[src/rtl/core/vfl_pkg.sv]
// ----------------------------------------------------------------------------
// vfl_pkg: shared types and constants of the velocity feedback low-pass
// Field widths, register indexes, reset value, channel codes and the sequencer state type.
// ----------------------------------------------------------------------------
`default_nettype none

package vfl_pkg;

    // Field widths
    localparam int VEL_W = 32;
    localparam int TAU_W = 24;
    localparam int DT_W  = 16;

    // Divisor tau + dt needs one bit more than tau
    localparam int DIV_W = TAU_W + 1;

    // Configuration register indexes
    localparam logic REG_TRANSLATION_TAU = 1'b0;
    localparam logic REG_YAW_TAU         = 1'b1;

    // Reset value of both time constants
    localparam logic [TAU_W-1:0] TAU_RESET = 24'd20000;

    // Channel codes
    localparam logic [1:0] CH_VX = 2'd0;
    localparam logic [1:0] CH_VY = 2'd1;
    localparam logic [1:0] CH_WZ = 2'd2;

    // Sequencer states
    typedef enum logic [2:0] {
        ST_IDLE,
        ST_DIV_T,
        ST_DIV_Y,
        ST_MUL,
        ST_ADD,
        ST_OUT
    } t_state;

endpackage

`default_nettype wire

[src/rtl/core/velocity_feedback_lowpass.sv]
// ----------------------------------------------------------------------------
// velocity_feedback_lowpass: variable-step first-order low-pass filter
// Smooths vx, vy and yaw rate with alpha = dt/(tau+dt) from a serial divider
// and one shared multiplier, under a small sequencer.
//
//  Channel   Dir  Handshake                   Payload
//  s_axis    in   s_axis_tvalid/tready        tdata vx,vy,wz,dt; tuser ok flags
//  m_axis    out  m_axis_tvalid/tready        tdata vx,vy,wz; tuser valid flags
//  cfg       in   i_cfg_we                    i_cfg_index, i_cfg_data
//
//  Sequence: each word takes two serial divisions on the shared divider,
//  translation alpha then yaw alpha, then a multiply and an add per channel
//  on the shared multiplier, before the result goes to the output register.
//  s_axis_tready is high only while the sequencer is idle.
//  A result waits in the output register; a stalled m_axis holds the
//  sequencer before it loads the next result.
//  Reset is synchronous, active low; it clears filter state and ready flags.
// ----------------------------------------------------------------------------
`default_nettype none

module velocity_feedback_lowpass
    import vfl_pkg::*;
#(
    parameter int FRAC_BITS = 16
) (
    input  wire logic          i_clk,
    input  wire logic          i_rst_n,
    // Input words
    input  wire logic          s_axis_tvalid,
    output logic               s_axis_tready,
    input  wire logic [111:0]  s_axis_tdata,   // vx_raw, vy_raw, wz_raw, dt_us
    input  wire logic [1:0]    s_axis_tuser,   // wheel_ok, gyro_ok
    // Result words
    output logic               m_axis_tvalid,
    input  wire logic          m_axis_tready,
    output logic [95:0]        m_axis_tdata,   // vx_filtered, vy_filtered, wz_filtered
    output logic [2:0]         m_axis_tuser,   // wheel_valid_out, gyro_valid_out, all_valid
    // Configuration writes
    input  wire logic          i_cfg_we,
    input  wire logic          i_cfg_index,
    input  wire logic [23:0]   i_cfg_data
);

    localparam int PROD_W = FRAC_BITS + 1 + VEL_W + 1;

    t_state r_state, n_state;

    logic [TAU_W-1:0]           r_tau_t;
    logic [TAU_W-1:0]           r_tau_y;
    logic signed [VEL_W-1:0]    r_raw [3];
    logic signed [VEL_W-1:0]    r_val [3];
    logic [DT_W-1:0]            r_dt;
    logic                       r_wheel;
    logic                       r_gyro;
    logic                       r_ready_t;
    logic                       r_ready_y;
    logic [FRAC_BITS-1:0]       r_alpha_t;
    logic [FRAC_BITS-1:0]       r_alpha_y;
    logic [1:0]                 r_ch;
    logic signed [PROD_W-1:0]   r_prod;
    logic                       r_out_valid;
    logic [95:0]                r_out_data;
    logic [2:0]                 r_out_user;

    logic                       in_accept;
    logic                       out_free;
    logic                       div_start;
    logic                       div_done;
    logic [FRAC_BITS-1:0]       div_alpha;
    logic [DT_W-1:0]            div_dt;
    logic [TAU_W-1:0]           div_tau;

    logic signed [VEL_W:0]      diff;
    logic [FRAC_BITS-1:0]       alpha_sel;
    logic signed [PROD_W-1:0]   prod_sh;
    logic signed [VEL_W-1:0]    val_new;
    logic                       ch_ok;
    logic                       ch_ready;
    logic                       ch_tau_zero;

    assign in_accept     = s_axis_tvalid && s_axis_tready;
    assign out_free      = !r_out_valid || m_axis_tready;
    assign s_axis_tready = (r_state == ST_IDLE);

    // Configuration registers
    always_ff @(posedge i_clk) begin
        if (!i_rst_n) begin
            r_tau_t <= TAU_RESET;
            r_tau_y <= TAU_RESET;
        end else if (i_cfg_we) begin
            unique case (i_cfg_index)
                REG_TRANSLATION_TAU: r_tau_t <= i_cfg_data;
                REG_YAW_TAU:         r_tau_y <= i_cfg_data;
                default:             ;
            endcase
        end
    end

    // Shared divider: translation alpha first, then yaw alpha
    assign div_start = in_accept || (r_state == ST_DIV_T && div_done);
    assign div_dt    = (r_state == ST_IDLE) ? s_axis_tdata[111:96] : r_dt;
    assign div_tau   = (r_state == ST_IDLE) ? r_tau_t : r_tau_y;

    vfl_divider #(
        .FRAC_BITS (FRAC_BITS)
    ) u_div (
        .i_clk   (i_clk),
        .i_rst_n (i_rst_n),
        .i_start (div_start),
        .i_dt    (div_dt),
        .i_tau   (div_tau),
        .o_done  (div_done),
        .o_alpha (div_alpha)
    );

    // Per-channel selection for the shared multiplier and adder
    always_comb begin
        ch_ok       = (r_ch == CH_WZ) ? r_gyro : r_wheel;
        ch_ready    = (r_ch == CH_WZ) ? r_ready_y : r_ready_t;
        ch_tau_zero = (r_ch == CH_WZ) ? (r_tau_y == '0) : (r_tau_t == '0);
        alpha_sel   = (r_ch == CH_WZ) ? r_alpha_y : r_alpha_t;
        diff        = (VEL_W+1)'(r_raw[r_ch]) - (VEL_W+1)'(r_val[r_ch]);
        prod_sh     = r_prod >>> FRAC_BITS;
        if (!ch_ok) begin
            val_new = r_val[r_ch];
        end else if (!ch_ready || r_dt == '0 || ch_tau_zero) begin
            val_new = r_raw[r_ch];
        end else begin
            val_new = r_val[r_ch] + prod_sh[VEL_W-1:0];
        end
    end

    // Sequencer state register
    always_ff @(posedge i_clk) begin
        if (!i_rst_n) begin
            r_state <= ST_IDLE;
        end else begin
            r_state <= n_state;
        end
    end

    // Next state
    always_comb begin
        n_state = r_state;
        unique case (r_state)
            ST_IDLE:  if (in_accept) n_state = ST_DIV_T;
            ST_DIV_T: if (div_done) n_state = ST_DIV_Y;
            ST_DIV_Y: if (div_done) n_state = ST_MUL;
            ST_MUL:   n_state = ST_ADD;
            ST_ADD:   n_state = (r_ch == CH_WZ) ? ST_OUT : ST_MUL;
            ST_OUT:   if (out_free) n_state = ST_IDLE;
            default:  n_state = ST_IDLE;
        endcase
    end

    // Capture the input word
    always_ff @(posedge i_clk) begin
        if (in_accept) begin
            r_raw[CH_VX] <= s_axis_tdata[31:0];
            r_raw[CH_VY] <= s_axis_tdata[63:32];
            r_raw[CH_WZ] <= s_axis_tdata[95:64];
            r_dt         <= s_axis_tdata[111:96];
            r_wheel      <= s_axis_tuser[0];
            r_gyro       <= s_axis_tuser[1];
        end
    end

    // Hold alphas, step the channel, run multiply
    always_ff @(posedge i_clk) begin
        if (!i_rst_n) begin
            r_ch <= CH_VX;
        end else begin
            if (r_state == ST_DIV_Y && div_done) begin
                r_ch <= CH_VX;
            end else if (r_state == ST_ADD && r_ch != CH_WZ) begin
                r_ch <= r_ch + 2'd1;
            end
        end
    end

    always_ff @(posedge i_clk) begin
        if (r_state == ST_DIV_T && div_done) begin
            r_alpha_t <= div_alpha;
        end
        if (r_state == ST_DIV_Y && div_done) begin
            r_alpha_y <= div_alpha;
        end
        if (r_state == ST_MUL) begin
            r_prod <= PROD_W'($signed({1'b0, alpha_sel}) * diff);
        end
    end

    // Filter state and seeded flags
    always_ff @(posedge i_clk) begin
        if (!i_rst_n) begin
            r_val[CH_VX] <= '0;
            r_val[CH_VY] <= '0;
            r_val[CH_WZ] <= '0;
            r_ready_t    <= 1'b0;
            r_ready_y    <= 1'b0;
        end else begin
            if (r_state == ST_ADD) begin
                r_val[r_ch] <= val_new;
            end
            if (r_state == ST_OUT && out_free) begin
                r_ready_t <= r_wheel;
                r_ready_y <= r_gyro;
            end
        end
    end

    // Output register
    always_ff @(posedge i_clk) begin
        if (!i_rst_n) begin
            r_out_valid <= 1'b0;
        end else if (r_state == ST_OUT && out_free) begin
            r_out_valid <= 1'b1;
        end else if (m_axis_tready) begin
            r_out_valid <= 1'b0;
        end
    end

    always_ff @(posedge i_clk) begin
        if (r_state == ST_OUT && out_free) begin
            r_out_data <= {r_val[CH_WZ], r_val[CH_VY], r_val[CH_VX]};
            r_out_user <= {r_wheel && r_gyro, r_gyro, r_wheel};
        end
    end

    assign m_axis_tvalid = r_out_valid;
    assign m_axis_tdata  = r_out_data;
    assign m_axis_tuser  = r_out_user;

    // Checks
    a_accept_starts_div: assert property (@(posedge i_clk) disable iff (!i_rst_n)
        in_accept |=> r_state == ST_DIV_T)
        else $error("accepted word did not start the division");

    a_add_after_mul: assert property (@(posedge i_clk) disable iff (!i_rst_n)
        r_state == ST_ADD |-> $past(r_state) == ST_MUL)
        else $error("add step without a multiply step");

    a_channel_range: assert property (@(posedge i_clk) disable iff (!i_rst_n)
        r_ch == CH_VX || r_ch == CH_VY || r_ch == CH_WZ)
        else $error("channel index out of range");

    a_invalid_clears_ready: assert property (@(posedge i_clk) disable iff (!i_rst_n)
        (r_state == ST_OUT && out_free && !r_wheel) |=> !r_ready_t)
        else $error("invalid wheel word left the translation channel seeded");

    a_no_load_over_pending: assert property (@(posedge i_clk) disable iff (!i_rst_n)
        (r_out_valid && !m_axis_tready) |=> r_out_valid)
        else $error("pending result dropped");

endmodule

`default_nettype wire

[src/rtl/core/vfl_divider.sv]
// ----------------------------------------------------------------------------
// vfl_divider: serial restoring divider for the smoothing factor
// Computes alpha = floor((dt << FRAC_BITS) / (tau + dt)), one quotient bit
// per cycle. Valid only for tau > 0; the caller ignores the result otherwise.
// ----------------------------------------------------------------------------
`default_nettype none

module vfl_divider
    import vfl_pkg::*;
#(
    parameter int FRAC_BITS = 16
) (
    input  wire logic                 i_clk,
    input  wire logic                 i_rst_n,
    input  wire logic                 i_start,
    input  wire logic [DT_W-1:0]      i_dt,
    input  wire logic [TAU_W-1:0]     i_tau,
    output logic                      o_done,
    output logic [FRAC_BITS-1:0]      o_alpha
);

    localparam int CNT_W = $clog2(FRAC_BITS + 1);

    logic [DIV_W-1:0]     r_rem;
    logic [DIV_W-1:0]     r_div;
    logic [FRAC_BITS-1:0] r_quo;
    logic [CNT_W-1:0]     r_cnt;
    logic                 r_done;

    logic [DIV_W:0]       rem_shift;
    logic [DIV_W:0]       rem_try;

    // Trial subtract of the divisor from the doubled remainder
    assign rem_shift = {r_rem, 1'b0};
    assign rem_try   = rem_shift - {1'b0, r_div};

    // Control: bit counter and done pulse
    always_ff @(posedge i_clk) begin
        if (!i_rst_n) begin
            r_cnt  <= '0;
            r_done <= 1'b0;
        end else begin
            r_done <= 1'b0;
            if (i_start) begin
                r_cnt <= CNT_W'(FRAC_BITS);
            end else if (r_cnt != '0) begin
                r_cnt <= r_cnt - CNT_W'(1);
                if (r_cnt == CNT_W'(1)) begin
                    r_done <= 1'b1;
                end
            end
        end
    end

    // Datapath: load operands, then shift in one quotient bit a cycle
    always_ff @(posedge i_clk) begin
        if (i_start) begin
            r_rem <= DIV_W'(i_dt);
            r_div <= DIV_W'(i_tau) + DIV_W'(i_dt);
            r_quo <= '0;
        end else if (r_cnt != '0) begin
            if (!rem_try[DIV_W]) begin
                r_rem <= rem_try[DIV_W-1:0];
                r_quo <= {r_quo[FRAC_BITS-2:0], 1'b1};
            end else begin
                r_rem <= rem_shift[DIV_W-1:0];
                r_quo <= {r_quo[FRAC_BITS-2:0], 1'b0};
            end
        end
    end

    assign o_done  = r_done;
    assign o_alpha = r_quo;

endmodule

`default_nettype wire
[config.mk]
export PLATFORM = sky130hd
export DESIGN_NAME = velocity_feedback_lowpass
export DESIGN_NICKNAME = d
export VERILOG_FILES = /design/src/rtl/core/vfl_pkg.sv /design/src/rtl/core/velocity_feedback_lowpass.sv /design/src/rtl/core/vfl_divider.sv
export SDC_FILE = /design/constraint.sdc
export NUM_CORES = 2
export LEC_CHECK = 0
export BUFFER_PORTS_ARGS = -buffer_cell sky130_fd_sc_hd__buf_4
export CORE_MARGIN = 5
export CORE_UTILIZATION = 50
export DETAILED_ROUTE_END_ITERATION = 10
export PLACE_DENSITY_LB_ADDON = 0.25
export SLEW_MARGIN = 20
export SYNTH_ARGS = -nofsm -noshare
export SYNTH_HDL_FRONTEND = slang
export SYNTH_SLANG_ARGS = --single-unit
[constraint.sdc]
create_clock -name i_clk -period 32.3 [get_ports i_clk]
set_clock_uncertainty 0.2 [all_clocks]
set_input_delay 0 -clock i_clk [delete_from_list [all_inputs] [get_ports i_clk]]
set_output_delay 0 -clock i_clk [all_outputs]
set_load 0.02 [all_outputs]
---- Yosys cells after proc, flatten, opt, wreduce, memory -nomap -nowiden ----
Memories as Yosys holds them, arrays and structs flattened. A register that Yosys moved wholly into a read port is not among the register bits.
Cells that the tools add are included.
W data, S select, Z words.
word-level totals
  bits in latches ......................... 0
  register bits ........................... 229
  memories kept ........................... 2
  input bits .............................. 144
  RAM bits ................................ 192
  word-level logic and storage cells ...... 107
  ROM bits ................................ 0
  output and inout port bits .............. 101
memory list
  memory  depth  width  read ports  clocked after Yosys merged registers in  wr ports  line                             text
  r_raw   3      32     1           1                                        3         velocity_feedback_lowpass.sv:50  logic signed [VEL_W-1:0] r_raw [3];
  r_val   3      32     4           4                                        3         velocity_feedback_lowpass.sv:51  logic signed [VEL_W-1:0] r_val [3];
operators by class
  $lt $le $gt $ge ......................... 0
  equality and inequality tests ........... 12
  $mul .................................... 1
  bitwise gates (word level) .............. 3
  shifts and indexed selects .............. 0
  reductions and logical operators ........ 26
  div/mod/pow operators ................... 0
  add/sub/neg operators ................... 6
  muxes and demuxes ....................... 36
operators by type and width
  operator               number
  $mux W32               3
  $mux W16               4
  $logic_not A24 Y1      2
  $mul A17 B33 Y48       1
  $sub A32 B32 Y33       1
  $add A32 B32 Y32       1
  $reduce_or A32 Y1      1
  $sub A26 B25 Y26       1
  $add A24 B16 Y25       1
  $mux W25               1
  $mux W24               1
  $pmux W3 S6            1
  $logic_not A16 Y1      1
  $mux W3                5
  $mux W1                14
  $mux W2                5
  $mux W5                2
  $eq A3 B2 Y1 const B   2
  $eq A3 B3 Y1 const B   2
  $logic_and A1 B1 Y1    6
  $ne A2 B1 Y1 const B   3
  $eq A5 B1 Y1 const B   1
  $reduce_bool A5 Y1     1
  $sub A5 B1 Y5 const B  1
  13 further kinds       23

---- Depth between registers and ports, before layout ----
  depth after elaboration ................. 8
  gate-level depth with buffers ........... 41
  gate-level depth less buffers ........... 37

---- Modules after synthesis ----
A second synthesis with hierarchy kept.
unflattened totals
  cell total of the unflattened synthesis .. 4281
  area total of the unflattened synthesis .. 44072.3 um^2
by module, submodules not included
  module                     times used  seq. area each (um^2)  cells each  area each (um^2)
  velocity_feedback_lowpass  1           13322.8                3735        39113.8
  vfl_divider                1           1851.8                 546         4958.5

---- Least setup slack after synthesis ----
No wires, ideal clock.
  path type ............................... register -> register
  from .................................... register with a tool-made name
  to ...................................... register r_prod[42] (data pin)
  path buffers ............................ 4
  cell stages (with the launch flop) ...... 35
  clock period less this slack ............ 10.281 ns
  arrival ................................. 9.812 ns
  setup slack ............................. 22.019 ns
  cells stage by stage .................... dfxtp_1 buf_2 buf_2 buf_1 mux4_2 ha_1 fa_1 nor2b_1 o31a_1 nor2_1 o31a_1 nor2b_1 o21ai_0 a211oi_1 clkbuf_1 nand2_1 fa_1 fa_1 inv_1 fa_1 inv_1 fa_1 fa_1 inv_1 fa_1 ha_1 a21o_1 a221o_1 a2111oi_0 o31ai_1 a21oi_1 nor2_1 a211oi_1 o31ai_1 xor2_1
RTL lines
  what                  line                              text
  to (signal assigned)  velocity_feedback_lowpass.sv:189  r_prod <= PROD_W'($signed({1'b0, alpha_sel}) * diff);
  to (decl)             velocity_feedback_lowpass.sv:60   logic signed [PROD_W-1:0] r_prod;

==> impl_metrics.ini <==
[logic_synthesis]
synth_top_area_cell = edfxtp_1
synth_seq_cells = 535
synthCells = 4297
synth_fp_nets = 5152
async_reset_ff_frac = 0
ys_top_cells_by_count = 670 x inv_1, 563 x nand2_1, 489 x fa_1, 446 x edfxtp_1, 444 x nor2_1
synth_cell_types = 87
ys.warnings.count = 0
avgSynthCellArea_sq_um = 10.2
seq_area_frac_synth = 0.346
yosys-top-cells-area = edfxtp_1 31%, fa_1 22%, ha_1 6.3%
netlist_area_sq_mm = 0.0438
synth-edff-count = 446
ys.flop_type = edfxtp_1
synth_most_common_cell = inv_1
synth_top_area_frac = 0.306

[placed_design]
dp_hpwl_mm = 90.2
gp_congestion = 0.922
port_buffers = 244

[detailed_routing]
via_per_inst = 5.58
postRouteAntennaNets = 0
vias = 33300
drt_iter0_markers = 2505
finalWirelength_mm = 124
drt_first_pass_iters = 8
drc = 0
wl_per_cell_um = 20.8

[grt]
grt_max_degree = 80
antenna_found_initial = 2
grt_usage = 0.261
grt_first_pass_wirelength_mm = 193
grt_pass1_vias = 34400
gr-total-overflow = 0

[timing]
slew_headroom = 0.200
tightest_slew_ns = 1.20
setup_violations = 0
period_minus_slack_ns = 11.69
setup_tns_ns = 0
hold_viol_final = 0
timing.fmax_ghz = 0.0856
rsz0062_at_grt = no
finalCritPeriodShare = 0.362
slew_viol_final = 0

[critical_path]
critPathRequiredTime_ns = 32.45
cp_slowest_cell = a2111oi_1
cp-start-kind = flip-flop
cpMostUsedCell = fa_1
cp-end-kind = flip-flop
crit_arrival_ns = 11.83
worstSetupPathType = reg2reg
slowest_delay_ns = 1.00
path_max_fanout = 36

[run_status]
status = finished clean

[worst_hold_path]
hold_class = in2reg

[cells_and_area]
fin_util = 0.593
drive_gt1_frac = 0.104
areaGrowthSynthToFinish_pct = 17.7
num_antenna_cells = 0
layout.nets = 5629

[die]
die_w_um = 306
dieArea_sq_mm = 0.0936
core_sq_mm = 0.0869
core.rowCount = 108
start_util = 0.504
ios = 245
die_h_um = 306

[clock_network]
insertion_delay_ns = 0.61
cts_buffers = 53
cts.htree.levels = 2
clkTransAtPathRegs_ns = 0.07
cts_sinks = 535
cts_setup_buffers = 0
cts_hold_buf = 277
ctsRootBufferMaster = clkbuf_16
cts_tree = done
cts_max_path_buffers = 3
cts_resized = 0

[flow_run]
maxCapViolations = 0
==> worst max-delay path: cells and delay by family (launching register included) <==
family / cells / cell delay, ns
compound gates: 11 / 3.30
xor+xnor: 2 / 0.94
fa+ha+maj: 8 / 3.62
buf+inv: 6 / 0.92
flops: 1 / 0.83
mux: 1 / 0.62
simple gates: 5 / 0.96
==> routing by layer <==
metal	GRT usage	up-vias	part of all wire
met4	0.107	4	0.049
met3	0.0303	315	0.059
met1	0.320	16600	0.38
met5	0	-	0.00022
met2	0.472	1269	0.52
li1	-	15100	-
==> cells in the final DEF (no fill, tap or decap), types with 87 or more instances in the layout <==
cell           Yosys  routed
xnor2_1          115     115
ha_1             222     221
nand2_1          563     562
o21ai_0          106     106
dfxtp_1           89      87
buf_4              2     315
nor2_1           444     441
fa_1             489     489
a21oi_1          148     148
edfxtp_1         446     446
inv_1            670     670
dlygate4sd3_1      0     277
==> logic make-up (layout without fill, tap and decap cells) <==
kind of cell	count (synthesis)	in the layout	share of synthesized area
AO/OA/AOI/OAI	579	579	0.0884
XOR/XNOR	165	165	0.0333
adder cells (fa/ha/maj)	711	711	0.287
buffers and inverters	842	1362	0.0726
flip-flops	535	535	0.346
multiplexers	147	147	0.0435
AND/OR/NAND/NOR	1318	1318	0.129
==> sequential cells by signal, indices dropped and copies added (netlist names), named ones only <==
signal         count
r_prod            32
r_alpha_y         16
u_div.o_done       1
u_div.r_div       25
r_wheel            1
r_tau_t           24
m_axis_tdata      96
r_ch               2
r_ready_y          1
u_div.r_rem       25
r_ready_t          1
r_tau_y           24
u_div.o_alpha     16
r_dt              16
m_axis_tuser       3
m_axis_tvalid      1
r_alpha_t         16
r_gyro             1
u_div.r_cnt        5
r_state            3
r_val            128
r_raw             96
==> final timing paths <==
check	to	startpoint	cells past startpoint	slack, ns
max	r_prod[42]	flip-flop	33	20.61
min	r_tau_y[23]	i_cfg_data[23]	4	0.03
max reg2reg	r_prod[42]	flip-flop	33	20.61
min reg2reg	m_axis_tdata[84]	r_val[2][20]	0	0.25
==> per-stage QoR <==
step | instance area, sq um | worst slack, ns | hold WS (ns) | instances
final | 51500 | 20.61 | 0.0305 | 5972
after global routing | 51500 | 20.04 | 0.00362 | 5972
after CTS | 51500 | 20.82 | 0.000374 | 5971
after detailed placement | 47100 | 20.81 | -0.0207 | 5596
after global placement | 47100 | 20.68 | -0.0217 | 5596
after floorplan | 43800 | 22.02 | -0.101 | 4297
==> area by class of cell <==
type | instances | area (sq um)
fill | 7157 | 35400
multi-input combinational | 2920 | 25600
sequential | 535 | 15200
timing repair buffer | 593 | 5160
inverter | 671 | 2520
clock buffer | 71 | 1460
tap | 1155 | 1450
clock inverter | 27 | 200
Power is left out: the tool's default activity adds up to more than one toggle a clock period on the data nets, which glitch-free logic cannot reach.
